===== src/hw/rtl/ppob_pkg.sv =====
// ----------------------------------------------------------------------------
// ppob_pkg
// Types and constants shared by the order book core and its cells.
// ----------------------------------------------------------------------------
package ppob_pkg;

    localparam int BOOK_DEPTH = 64;
    localparam int CNT_W      = $clog2(BOOK_DEPTH + 1);

    localparam logic OP_INSERT = 1'b0;
    localparam logic OP_CANCEL = 1'b1;

    localparam logic [1:0] ST_DONE      = 2'd0;
    localparam logic [1:0] ST_FULL      = 2'd1;
    localparam logic [1:0] ST_NOT_FOUND = 2'd2;

    typedef struct packed {
        logic        operation;
        logic        side;
        logic [31:0] price;
        logic [15:0] quantity;
        logic [30:0] order_id;
    } request_t;

    typedef struct packed {
        logic [1:0]  status;
        logic        bid_present;
        logic [31:0] bid_px;
        logic [15:0] bid_quantity;
        logic [30:0] bid_order;
        logic        ask_present;
        logic [31:0] ask_px;
        logic [15:0] ask_quantity;
        logic [30:0] ask_order;
    } result_t;

    typedef struct packed {
        logic        valid;
        logic [31:0] price;
        logic [15:0] quantity;
        logic [30:0] order_id;
    } entry_t;

    typedef struct packed {
        logic        ins;
        logic        del;
        logic [31:0] price;
        logic [15:0] quantity;
        logic [30:0] order_id;
    } cell_ctrl_t;

endpackage


===== src/hw/rtl/ppob_cell.sv =====
// ----------------------------------------------------------------------------
// ppob_cell
// One slot of a sorted side chain; shifts down on insert, up on removal.
// ----------------------------------------------------------------------------
module ppob_cell
    import ppob_pkg::*;
(
    input  logic       clk,
    input  logic       rst_n,
    input  logic       is_buy,
    input  cell_ctrl_t ctrl,
    input  logic       shift,
    input  entry_t     prev_entry,
    input  logic       prev_ahead,
    input  entry_t     next_entry,
    output entry_t     entry,
    output logic       ahead,
    output logic       match
);

    logic   valid_reg;
    logic   valid_next;
    entry_t data_reg;
    entry_t data_next;
    logic   load;
    logic   precedes;

    assign entry = '{valid: valid_reg, price: data_reg.price,
                     quantity: data_reg.quantity, order_id: data_reg.order_id};

    // buy: higher price first, newest first on ties; sell: lower first, oldest first
    assign precedes = is_buy ? (ctrl.price >= data_reg.price)
                             : (ctrl.price < data_reg.price);
    assign ahead    = !valid_reg || precedes;
    assign match    = valid_reg && (data_reg.order_id == ctrl.order_id);

    always_comb
    begin
        valid_next = valid_reg;
        data_next  = data_reg;
        load       = 1'b0;
        if (ctrl.ins)
        begin
            load = 1'b1;
            if (prev_ahead)
            begin
                data_next  = prev_entry;
                valid_next = prev_entry.valid;
            end
            else if (ahead)
            begin
                data_next  = '{valid: 1'b1, price: ctrl.price,
                              quantity: ctrl.quantity, order_id: ctrl.order_id};
                valid_next = 1'b1;
            end
            else
            begin
                load = 1'b0;
            end
        end
        else if (ctrl.del && shift)
        begin
            load       = 1'b1;
            data_next  = next_entry;
            valid_next = next_entry.valid;
        end
    end

    always_ff @(posedge clk or negedge rst_n)
    begin
        if (!rst_n)
        begin
            valid_reg <= 1'b0;
        end
        else
        begin
            valid_reg <= valid_next;
        end
    end

    always_ff @(posedge clk)
    begin
        if (load)
        begin
            data_reg <= data_next;
        end
    end

endmodule


===== config.mk =====
export PLATFORM = sky130hd
export DESIGN_NAME = ppob_cell
export DESIGN_NICKNAME = d
export VERILOG_FILES = /design/src/hw/rtl/ppob_pkg.sv /design/src/hw/rtl/ppob_cell.sv
export SDC_FILE = /design/constraint.sdc
export NUM_CORES = 1
export LEC_CHECK = 0
export BUFFER_PORTS_ARGS = -buffer_cell sky130_fd_sc_hd__buf_2
export CAP_MARGIN = 0
export CORE_AREA = 5 5 124 126
export DETAILED_ROUTE_END_ITERATION = 8
export DIE_AREA = 0 0 129 131
export HOLD_SLACK_MARGIN = 0.08
export PLACE_DENSITY = 0.76
export SLEW_MARGIN = 10
export SYNTH_ARGS = -nofsm -noshare
export SYNTH_HDL_FRONTEND = slang
export SYNTH_SLANG_ARGS = --single-unit

===== constraint.sdc =====
create_clock -name clk -period 7.3 [get_ports clk]
set_clock_uncertainty 0.1 [all_clocks]
set_input_delay 0.73 -clock clk [delete_from_list [all_inputs] [get_ports clk]]
set_output_delay 0.73 -clock clk [all_outputs]
set_load 0.02 [all_outputs]

==> results of run 1 <==
## synth_stat cells (all sizes together) (2+ instances only)
cell type / count / area [µm²]
inv: 34 / 127.6
mux2i: 79 / 790.8
a21oi: 94 / 470.5
a311oi: 2 / 23.77
buf: 17 / 78.83
nor2b: 2 / 20.02
nor2: 82 / 307.8
nor3: 2 / 10.01
edfxtp: 79 / 2372
o21ai: 5 / 25.02
nand4: 11 / 96.34
nor4: 9 / 71.32
xnor2: 7 / 61.31
clkbuf: 11 / 41.29
nand2: 10 / 37.54
ha: 32 / 400.4
o2bb2ai: 2 / 17.52
xor2: 24 / 210.2
## power by group
group	leakage [nW]	internal, mW	total, mW	switching, mW
sequential	0.779	0.566	0.591	0.0246
clock	0.162	0.333	0.512	0.179
combinational	2.73	0.159	0.389	0.230
## metal layers
layer | wire length (µm) | vias up | global-route usage (%)
met5 | 0 | - | 0
met4 | 423 | 0 | 7.844
met3 | 1417 | 25 | 4.919
met2 | 8529 | 208 | 33.17
met1 | 6770 | 2244 | 22.91
li1 | - | 2506 | -
## logic make-up after synthesis
group | synth area share (%)
compound gates | 12.31
xor+xnor | 5.087
fa+ha+maj | 7.501
buf+inv | 4.641
flops | 44.91
mux | 14.81
simple gates | 10.74
## how the worst max path moves through the flow
stage | to | slack [ns] | cells past startpoint
finish | ahead | 4.04 | 8
global route | ahead | 3.91 | 8
CTS | ahead | 4.01 | 8
detailed placement | entry[33] | 3.80 | 9
global placement | entry[18] | 3.89 | 9
floorplan | entry[0] | 1.50 | 7
## area by class of cell
type / count / area (µm²) / share of cell area [%]
multi-input cells: 373 / 2704 / 36.12
flip-flops and latches: 80 / 2397 / 32.03
repair buffers: 333 / 1689 / 22.57
well taps: 184 / 230.2 / 3.076
clock buffers: 10 / 229.0 / 3.059
inverters: 34 / 127.6 / 1.705
clock inverters: 6 / 107.6 / 1.438
## stage by stage
stage	hold WS (ns)	power, mW	instance area [µm²]	setup slack [ns]	utilization [%]
final	0.5633	1.492	7485	4.036	52.70
after global routing	0.5669	1.572	7485	3.914	52.70
after CTS	0.5470	1.514	7485	4.011	52.70
after detailed placement	0.4099	0.9921	7138	3.798	50.26
after global placement	0.4050	0.9839	7138	3.889	50.26
after floorplan	0.3344	0.8271	5338	1.504	-
## worst max-delay path, delay by kind of cell
kind	cells	cell delay, ns
AOI/OAI and AO/OA	2	0.35
adders and majority gates	1	0.32
buffers and inverters	2	0.29
and+or+nand+nor	3	0.74
## cells in the final DEF (no fill, tap or decap), types with 7 or more instances in the layout
master	netlist	layout
buf_4	1	7
buf_2	9	325
mux2i_1	79	79
xnor2_1	7	7
nor2_1	82	82
ha_1	32	32
edfxtp_1	79	79
nand2_1	10	10
clkbuf_16	0	9
nor4_1	8	8
nand4_1	8	8
xor2_1	24	24
a21oi_1	94	94
inv_1	34	34
==> impl_metrics.tcl, run 1 <==
set metrics [dict create \
    drv_slew 0 \
    tritoncts_num_sinks 80 \
    async_flop_share_pct 1.250 \
    design.final.nets 1109 \
    grt_pass1_vias 4929 \
    cellLeakagePower_nw 3.675 \
    vdd_ir_drop_max_mv 0.08479 \
    timing.reg2reg.worst_path_depth 9 \
    fin_crit_ns 3.264 \
    via_count 4983 \
    crit_arrival_ns 2.43 \
    critical_path_class "input port to output pin" \
    timing.critical_path.slowest_stage_cell "nor4_4" \
    remaining_drc_errors 0 \
    maximum_single_stage_delay_on_the_critical_path_ns 0.40 \
    hold_viol 0 \
    rrSetupSlack_ns 4.26 \
    max_freq_ghz 0.3064 \
    crit_path_frequent_cell "buf_2" \
    final_layout_size_suffix_gt1_share_pct 42.94 \
    drt_first_pass_iters 4 \
    cts_made_buffers 9 \
    n_fill_cell 1344 \
    timing.critical_path.required_ns 6.47 \
    routabilityCongestion 0.8299 \
    worstHoldEndpoint "valid_reg" \
    antenna_found_initial 0 \
    min_delay_path_class "input port to flip-flop" \
    worst-path-max-fanout 3 \
    timing.slew.headroom_pct 40.16 \
    setup.worst_path.start "ctrl[74]" \
    design.core.area_um2 14200 \
    worstSetupEndpointType "output pin" \
    synth_enable_flop_cells 79 \
    insertion_delay_ns 0.33 \
    hp-start "prev_entry[79]" \
    power_density_nw_per_um2 199.3 \
    synthDistinctLibCells 39 \
    yosys_most_used_dff "edfxtp_1" \
    cts-root-buf "clkbuf_16" \
    cts_tree "done" \
    synth.cell_area_um2 5338 \
    max-cap-violations 0 \
    fin_crit_sh_pct 44.71 \
    buffer_ports.inserted 327 \
    status "completed" \
    setup-violations-final 0 \
    worst_r2r_endpoint "entry[23]" \
    ctsResizeCount 0 \
    std_cell_rows 44 \
    synth_cells 515 \
    synth-warning-count 0 \
    synthesis.area_per_instance_um2 10.36 \
    global_route_congestion_overflow_total 0 \
    critPathLaunchType "input port" \
    wl_per_cell_um 16.80 \
    floorplan.die.height_um 131 \
    track_usage_pct 19.23 \
    detail_route.iter0.violations 242 \
    finalSetupTns_ns 0 \
    grt_pass1_wl_mm 25.03 \
    cts_setup_buffers 0 \
    finish.cell_count_without_fillers 1020 \
    dieArea_um2 16900 \
    hold-path-cell-count 3 \
    yosys_register_bits 80 \
    clk_pin_slew_worst_paths_ns 0.06 \
    post-dp-hpwl_mm 14.03 \
    rr_startpoint "entry[72]" \
    floorplan.initialDensity_pct 37.58 \
    totalWireLength_mm 17.14 \
    antenna-diode-count 0 \
    worstPathCellList "buf_2 -> ha_1 -> nand4_1 -> nor4_4 -> nand2_1 -> o2bb2ai_1 -> a21oi_1 -> buf_2" \
    synth.yosys.seq_area_share_pct 44.91 \
    numPlacedInstances 1003 \
    vias_per_cell 4.885 \
    largest_register_ff_count 79 \
    cts.path.max_buffers 2 \
    ant_nets 0 \
    rsz0062_at_grt "false" \
    pin_count_of_the_biggest_net_entering_global_routing 82 \
    top_level_ports 328 \
    die_width_um 129 \
    timing_worst_slew_pin_value_ns 0.8976 \
    layout-area-overhead-vs-synth_pct 40.23 \
    mappedNetlistNets 793 \
    cts_hold_buf 1 \
    htreeDepth 3 \
]
No activity file was read; power rests on OpenSTA's default activity.
==> run 2, diff against run 1 <==
ABC_AREA = 1   (was not set)
CORE_AREA = 5 5 126 128   (was 5 5 124 126)
DIE_AREA = 0 0 131 133   (was 0 0 129 131)
PLACE_DENSITY = 0.73   (was 0.76)
clock period = 3.4 ns   (was 7.3 ns; I/O delays follow)
==> run 2 against run 1 <==
  * Worst hold slack got worse by 0.38 ns
  * Critical endpoint is now entry[22]
  * Largest power group unchanged
  * Total power up 110%
  * Count of clock-buffer cells in the layout rose by 1
  * Flip-flop and latch count unchanged
==> impl_metrics.tcl, run 2 <==
set metrics [dict create \
    global_route_congestion_overflow_total 0 \
    synth_cells 637 \
    timing.slew.headroom_pct 40.19 \
    critical_path_class "flip-flop to flip-flop" \
    buffer_ports.inserted 327 \
    power_mw 3.117 \
    cts-root-buf "clkbuf_16" \
    crit_arrival_ns 2.43 \
    hold_viol 0 \
    grt_pass1_vias 5330 \
    synth.top_cells.by_count "nand2_1, edfxtp_1, nand3_1" \
    hp-start "ctrl[36]" \
    drv_slew 0 \
    design.core.area_um2 14750 \
    yosys.area.top_type_share_pct 45.94 \
    register_area_um2 2397 \
    worstSetupEndpointType "flip-flop" \
    htreeDepth 3 \
    tritoncts_num_sinks 80 \
    track_usage_pct 19.57 \
    worstHoldEndpoint "entry[36]" \
    vias_per_cell 4.780 \
    yosys_most_used_dff "edfxtp_1" \
    wl_per_cell_um 15.66 \
    placed_cell_area_um2 6985 \
    dieArea_um2 17420 \
    floorplan.die.height_um 133 \
    worst-path-max-fanout 79 \
    detail_route.iter0.violations 171 \
    routabilityCongestion 0.8495 \
    ctsResizeCount 0 \
    remaining_drc_errors 0 \
    timing.critical_path.required_ns 3.27 \
    drt_first_pass_iters 4 \
    critPathTopFamily "simple AND/OR/NAND/NOR gates" \
    crit_path_frequent_cell "nand2_1" \
    synthesis.area_per_instance_um2 8.106 \
    synthMostInstantiatedCell "nand2_1" \
    status "completed" \
    worst-path-buf-inv 3 \
    maximum_single_stage_delay_on_the_critical_path_ns 0.35 \
    cts_tree "done" \
    synth-warning-count 0 \
    insertion_delay_ns 0.33 \
    timing_worst_slew_pin_value_ns 0.8971 \
    worst_r2r_endpoint "entry[22]" \
    finish.cell_count_without_fillers 1147 \
    cp_num_cells 13 \
    post-dp-hpwl_mm 14.25 \
    cts.path.max_buffers 2 \
    synth.yosys.seq_area_share_pct 46.43 \
    rrSetupSlack_ns 0.84 \
    hold-path-cell-count 3 \
    yosysTopAreaCell "edfxtp_1" \
    final_layout_size_suffix_gt1_share_pct 37.79 \
    die_width_um 131 \
    power_density_nw_per_um2 427.0 \
    setup-violations-final 0 \
    layout-area-overhead-vs-synth_pct 41.36 \
    vdd_ir_drop_max_mv 0.2865 \
    finalSetupTns_ns 0 \
    numPlacedInstances 1131 \
    rr_startpoint "entry[54]" \
    finish.utilization_pct 49.48 \
    largest_register_ff_count 79 \
    synth.cell_area_um2 5164 \
    totalWireLength_mm 17.97 \
    final_cell_mix "buf_2, nand2_1, edfxtp_1" \
    timing.reg2reg.worst_path_depth 13 \
    fin_crit_sh_pct 75.33 \
    yosys_register_bits 80 \
    cts_made_buffers 9 \
    clk_pin_slew_worst_paths_ns 0.06 \
    antenna_found_initial 2 \
    worstPathCellList "inv_1 -> ha_1 -> nand2_1 -> nor2_1 -> nand4_1 -> nor2_1 -> nand2_1 -> nand3_1 -> nand2_1 -> nand3_2 -> nand2_2 -> clkinvlp_4 -> buf_12" \
    async_flop_share_pct 1.250 \
    std_cell_rows 45 \
    multiInputGateArea_um2 2410 \
    cellLeakagePower_nw 3.751 \
    grt_pass1_wl_mm 26.63 \
    n_fill_cell 1480 \
    synth_enable_flop_cells 79 \
    fin_crit_ns 2.561 \
    critPathLaunchType "flip-flop" \
    ant_nets 0 \
    mappedNetlistNets 915 \
    final_common_cell "buf_2" \
    final_cell_area_um2 7300 \
    via_count 5483 \
    timing.critical_path.slowest_stage_cell "edfxtp_1" \
    setup.worst_path.start "entry[54]" \
    synth.area.top_cells "edfxtp_1, nand2_1, ha_1" \
    max_freq_ghz 0.3904 \
    floorplan.initialDensity_pct 35.00 \
    top_level_ports 328 \
    synthDistinctLibCells 36 \
    design.final.nets 1233 \
    rsz0062_at_grt "false" \
    min_delay_path_class "input port to flip-flop" \
    max-cap-violations 0 \
    pin_count_of_the_biggest_net_entering_global_routing 80 \
]
==> run 2: cell types whose count changed after synthesis, sizes merged, moves of 7 or more <==
cell and change:
a21oi -80, nand3 +66, nor2 -66, o211ai +17
xor2 -20, nand2 +263, mux2i -79, inv +33
buf -7
==> run 2: logic make-up after synthesis <==
family                     count (synthesis)  share of synthesized area [%]
and+or+nand+nor                          365                          29.73
buffers and inverters                     92                          6.906
DFF                                       80                          46.43
AOI/OAI and AO/OA                         58                          7.487
adders and majority gates                 32                          7.754
xor gates and xnor gates                  10                          1.696
==> run 2: where the power goes <==
| part | total [mW] | switching (mW) | internal, mW | leakage, nW |
|---|---|---|---|---|
| clock network | 1.01 | 0.369 | 0.637 | 0.146 |
| registers | 1.29 | 0.0606 | 1.22 | 0.809 |
| logic | 0.826 | 0.503 | 0.323 | 2.80 |
==> run 2: worst max path at each step <==
stage,endpoint,slack (ns)
after global routing,entry[30],0.59
after CTS,entry[23],0.86
after global placement,entry[16],0.85
after floorplan,entry[0],0.20
after detailed placement,entry[40],0.81
final,entry[22],0.84
==> run 2: final cells by class <==
type                    instances  area share [%]
inverters                      68           3.548
multi-input cells             465           33.01
clock buffers                  11           3.188
repair buffers                331           23.21
diodes                          1         0.03428
clock inverters                 3          0.9427
flip-flops and latches         80           32.84
well taps                     188           3.222
==> run 2: worst min-delay path, delay by kind of cell <==
family                 cells  cell delay, ns
AND/OR/NAND/NOR            2            0.09
buffers and inverters      1            0.07
==> run 2: layer usage <==
layer  GRT usage (%)  routed length, µm  up-vias  part of all wire [%]
li1                -                  -     2758                     -
met1           22.68               6796     2463                    38
met2           34.76               9053      242                    50
met3           6.096               1865       18                    10
met4           4.686                237        2                   1.3
met5               0                 13        -                 0.072
==> run 2: stage by stage <==
step	hold WS (ns)	setup slack (ns)
2_1_floorplan	-0.05559	0.2039
3_3_place_gp	0.01509	0.8498
3_5_place_dp	0.02244	0.8083
4_1_cts	0.1696	0.8643
5_1_grt	0.1754	0.5935
6_report	0.1863	0.8387
==> run 2: timing repair <==
action | 4_1_cts | 5_1_grt
setup buffers | 0 | 0
endpoints found under the hold margin | 1 | 0
hold buffers | 1 | 0
==> run 3, diff against run 2 <==
ABC_AREA = 0   (was 1)
CORE_AREA = 5 5 125 127   (was 5 5 126 128)
DIE_AREA = 0 0 130 132   (was 0 0 131 133)
PLACE_DENSITY = 0.78   (was 0.73)
clock period = 2.29 ns   (was 3.4 ns; I/O delays follow)
==> run 3 against run 2 <==
  * The flow now finishes with violations (setup timing)
  * Worst hold slack worse by 0.084 ns
  * Sequential power rose by 46%
  * Routed wire length is 0.51% higher
  * Count of clock-buffer cells in the layout decreased by 2
  * Via count decreased by 3.3%
  * Flip-flop and latch count is the same
  * Utilization is 6.4 points higher
  * Critical endpoint is now entry[27]
  * Largest cell class unchanged
==> impl_metrics.tcl, run 3 (synthesis gave the netlist of run 1 again) <==
set metrics [dict create \
    totalWireLength_mm 18.06 \
    final_common_cell "buf_2" \
    worstPathCellList "inv_2 -> ha_4 -> nand4_1 -> buf_4 -> nor4_4 -> buf_4 -> o41ai_4 -> nor4b_4 -> a311oi_4 -> buf_6 -> buf_12" \
    die_width_um 130 \
    postLayoutSetupSlackWorst_ns -0.3405 \
    grt_pass1_wl_mm 27.16 \
    fin_crit_sh_pct 114.9 \
    pre_cts_ws_ns -0.3745 \
    largest_register_ff_count 79 \
    maximum_single_stage_delay_on_the_critical_path_ns 0.37 \
    rrSetupSlack_ns -0.34 \
    vias_per_cell 5.000 \
    htreeDepth 3 \
    setup-violations-final 80 \
    layout-area-overhead-vs-synth_pct 49.84 \
    remaining_drc_errors 0 \
    worst-path-max-fanout 13 \
    highest_layer "met4" \
    track_usage_pct 20.37 \
    timing.reg2reg.worst_path_depth 11 \
    timing.critical_path.slowest_stage_cell "edfxtp_1" \
    grt_pass1_vias 5364 \
    max-cap-violations 0 \
    antenna-diode-count 0 \
    critical_path_class "flip-flop to flip-flop" \
    internal-power_mw 3.278 \
    vdd_ir_drop_max_mv 0.3056 \
    p_comb_share_pct 29.9 \
    crit_arrival_ns 2.59 \
    cts.path.max_buffers 2 \
    post-dp-hpwl_mm 14.66 \
    clk_pin_slew_worst_paths_ns 0.06 \
    routabilityCongestion 0.8645 \
    cts-root-buf "clkbuf_16" \
    design.final.nets 1149 \
    design.core.area_um2 14310 \
    timing.slew.headroom_pct 69.11 \
    power_switching_mw 1.467 \
    detail_route.iter0.violations 249 \
    hold-path-cell-count 3 \
    critPathLaunchType "flip-flop" \
    hp-start "next_entry[19]" \
    power_density_nw_per_um2 593.3 \
    final_cell_mix "buf_2, a21oi_1, nor2_1" \
    floorplan.initialDensity_pct 37.29 \
    crit_path_frequent_cell "buf_4" \
    drv_slew 0 \
    status "finished, violations left" \
    dieArea_um2 17160 \
    insertion_delay_ns 0.34 \
    min_delay_path_class "input port to flip-flop" \
    cellLeakagePower_nw 3.911 \
    max_freq_ghz 0.3802 \
    power.switching_fraction_pct 30.91 \
    cts_made_buffers 9 \
    buffer_ports.inserted 327 \
    final_cell_area_um2 7998 \
    fin_crit_ns 2.630 \
    violated_checks "setup timing" \
    detailed_routed_wire_length_on_met2_mm 9.279 \
    met1_length_mm 6.802 \
    via_count 5300 \
    pin_count_of_the_biggest_net_entering_global_routing 114 \
    tritoncts_num_sinks 80 \
    cts_tree "done" \
    wl_met3_mm 1.381 \
    hold_viol 0 \
    ant_nets 0 \
    power_frac_seq_pct 39.7 \
    wl_per_cell_um 17.03 \
    global_route_congestion_overflow_total 0 \
    rr_startpoint "entry[58]" \
    timing_worst_slew_pin_value_ns 0.4634 \
    worstSetupEndpointType "flip-flop" \
    rsz0062_at_grt "true" \
    placed_cell_area_um2 7405 \
    setup.worst_path.start "entry[58]" \
    timing.critical_path.required_ns 2.25 \
    clock_power_share_pct 30.3 \
    top_level_ports 328 \
    std_cell_rows 44 \
    final_layout_size_suffix_gt1_share_pct 46.80 \
    drt_first_pass_iters 5 \
    floorplan.die.height_um 132 \
    n_fill_cell 1289 \
    antenna_found_initial 0 \
]
[run 3: cell count changes in the layout (fill, tap and decap cells not counted), moves of 27 or more]
| cell | previous run | this run |
|---|---|---|
| nor2_1 | 11 | 82 |
| nand3_1 | 65 | 0 |
| mux2i_1 | 0 | 79 |
| nand2_1 | 269 | 10 |
| a21oi_1 | 13 | 93 |
| buf_4 | 1 | 35 |
| inv_1 | 60 | 33 |
[run 3: critical path: cells and delay by family (launching register included)]
kind,cells,cell delay (ns)
buffers and inverters,5,0.73
AOI/OAI and AO/OA,2,0.33
adders and majority gates,1,0.26
and+or+nand+nor,3,0.54
DFF,1,0.37
[run 3: worst paths after layout]
| kind | endpoint |
|---|---|
| setup / recovery | entry[27] |
| hold / removal | entry[19] |
| setup reg to reg | entry[27] |
| hold reg to reg | valid_reg |
| max in group asynchronous | valid_reg |
| min in group asynchronous | valid_reg |
[run 3: timing repair]
item                                   CTS  global route
setup endpoints to repair               80            81
endpoints found under the hold margin    2             0
gates cloned                             1             1
buffers inserted                         7             1
resized for setup                       17             6
hold buffers                             3             0
pin swaps                                2             3
[run 3: cell type report]
type / count / area [µm²] / area share [%]
clock buffers: 9 / 225.2 / 2.816
clock inverters: 7 / 71.32 / 0.8917
inverters: 34 / 127.6 / 1.596
multi-input cells: 373 / 2843 / 35.54
flip-flops and latches: 80 / 2397 / 29.97
well taps: 184 / 230.2 / 2.879
repair buffers: 373 / 2103 / 26.30
[run 3: metrics by stage]
stage	setup TNS (ns)	hold slack [ns]	power (mW)	utilization, %	std cells
2_1_floorplan	-160.59	-0.1666	2.636	-	515
3_3_place_gp	-21.65	-0.09605	3.211	51.73	1031
3_5_place_dp	-28.14	-0.09554	3.243	51.73	1031
4_1_cts	-23.24	0.08136	4.773	55.37	1058
5_1_grt	-35.10	0.09164	4.999	55.87	1060
6_report	-25.93	0.1025	4.745	55.87	1060
[run 3: power by group through the flow]
stage	Clock [mW]	Combinational [mW]	Sequential, mW
global placement	0	1.30	1.91
CTS	1.48	1.41	1.88
global route	1.55	1.55	1.90
detailed placement	0	1.33	1.91
finish	1.44	1.42	1.88
floorplan	0	0.543	2.09
[run 3: per-layer routing]
layer | up-vias | track usage [%]
li1 | 2594 | -
met1 | 2434 | 22.52
met2 | 231 | 36.22
met3 | 41 | 5.227
met4 | 0 | 9.180
met5 | - | 0
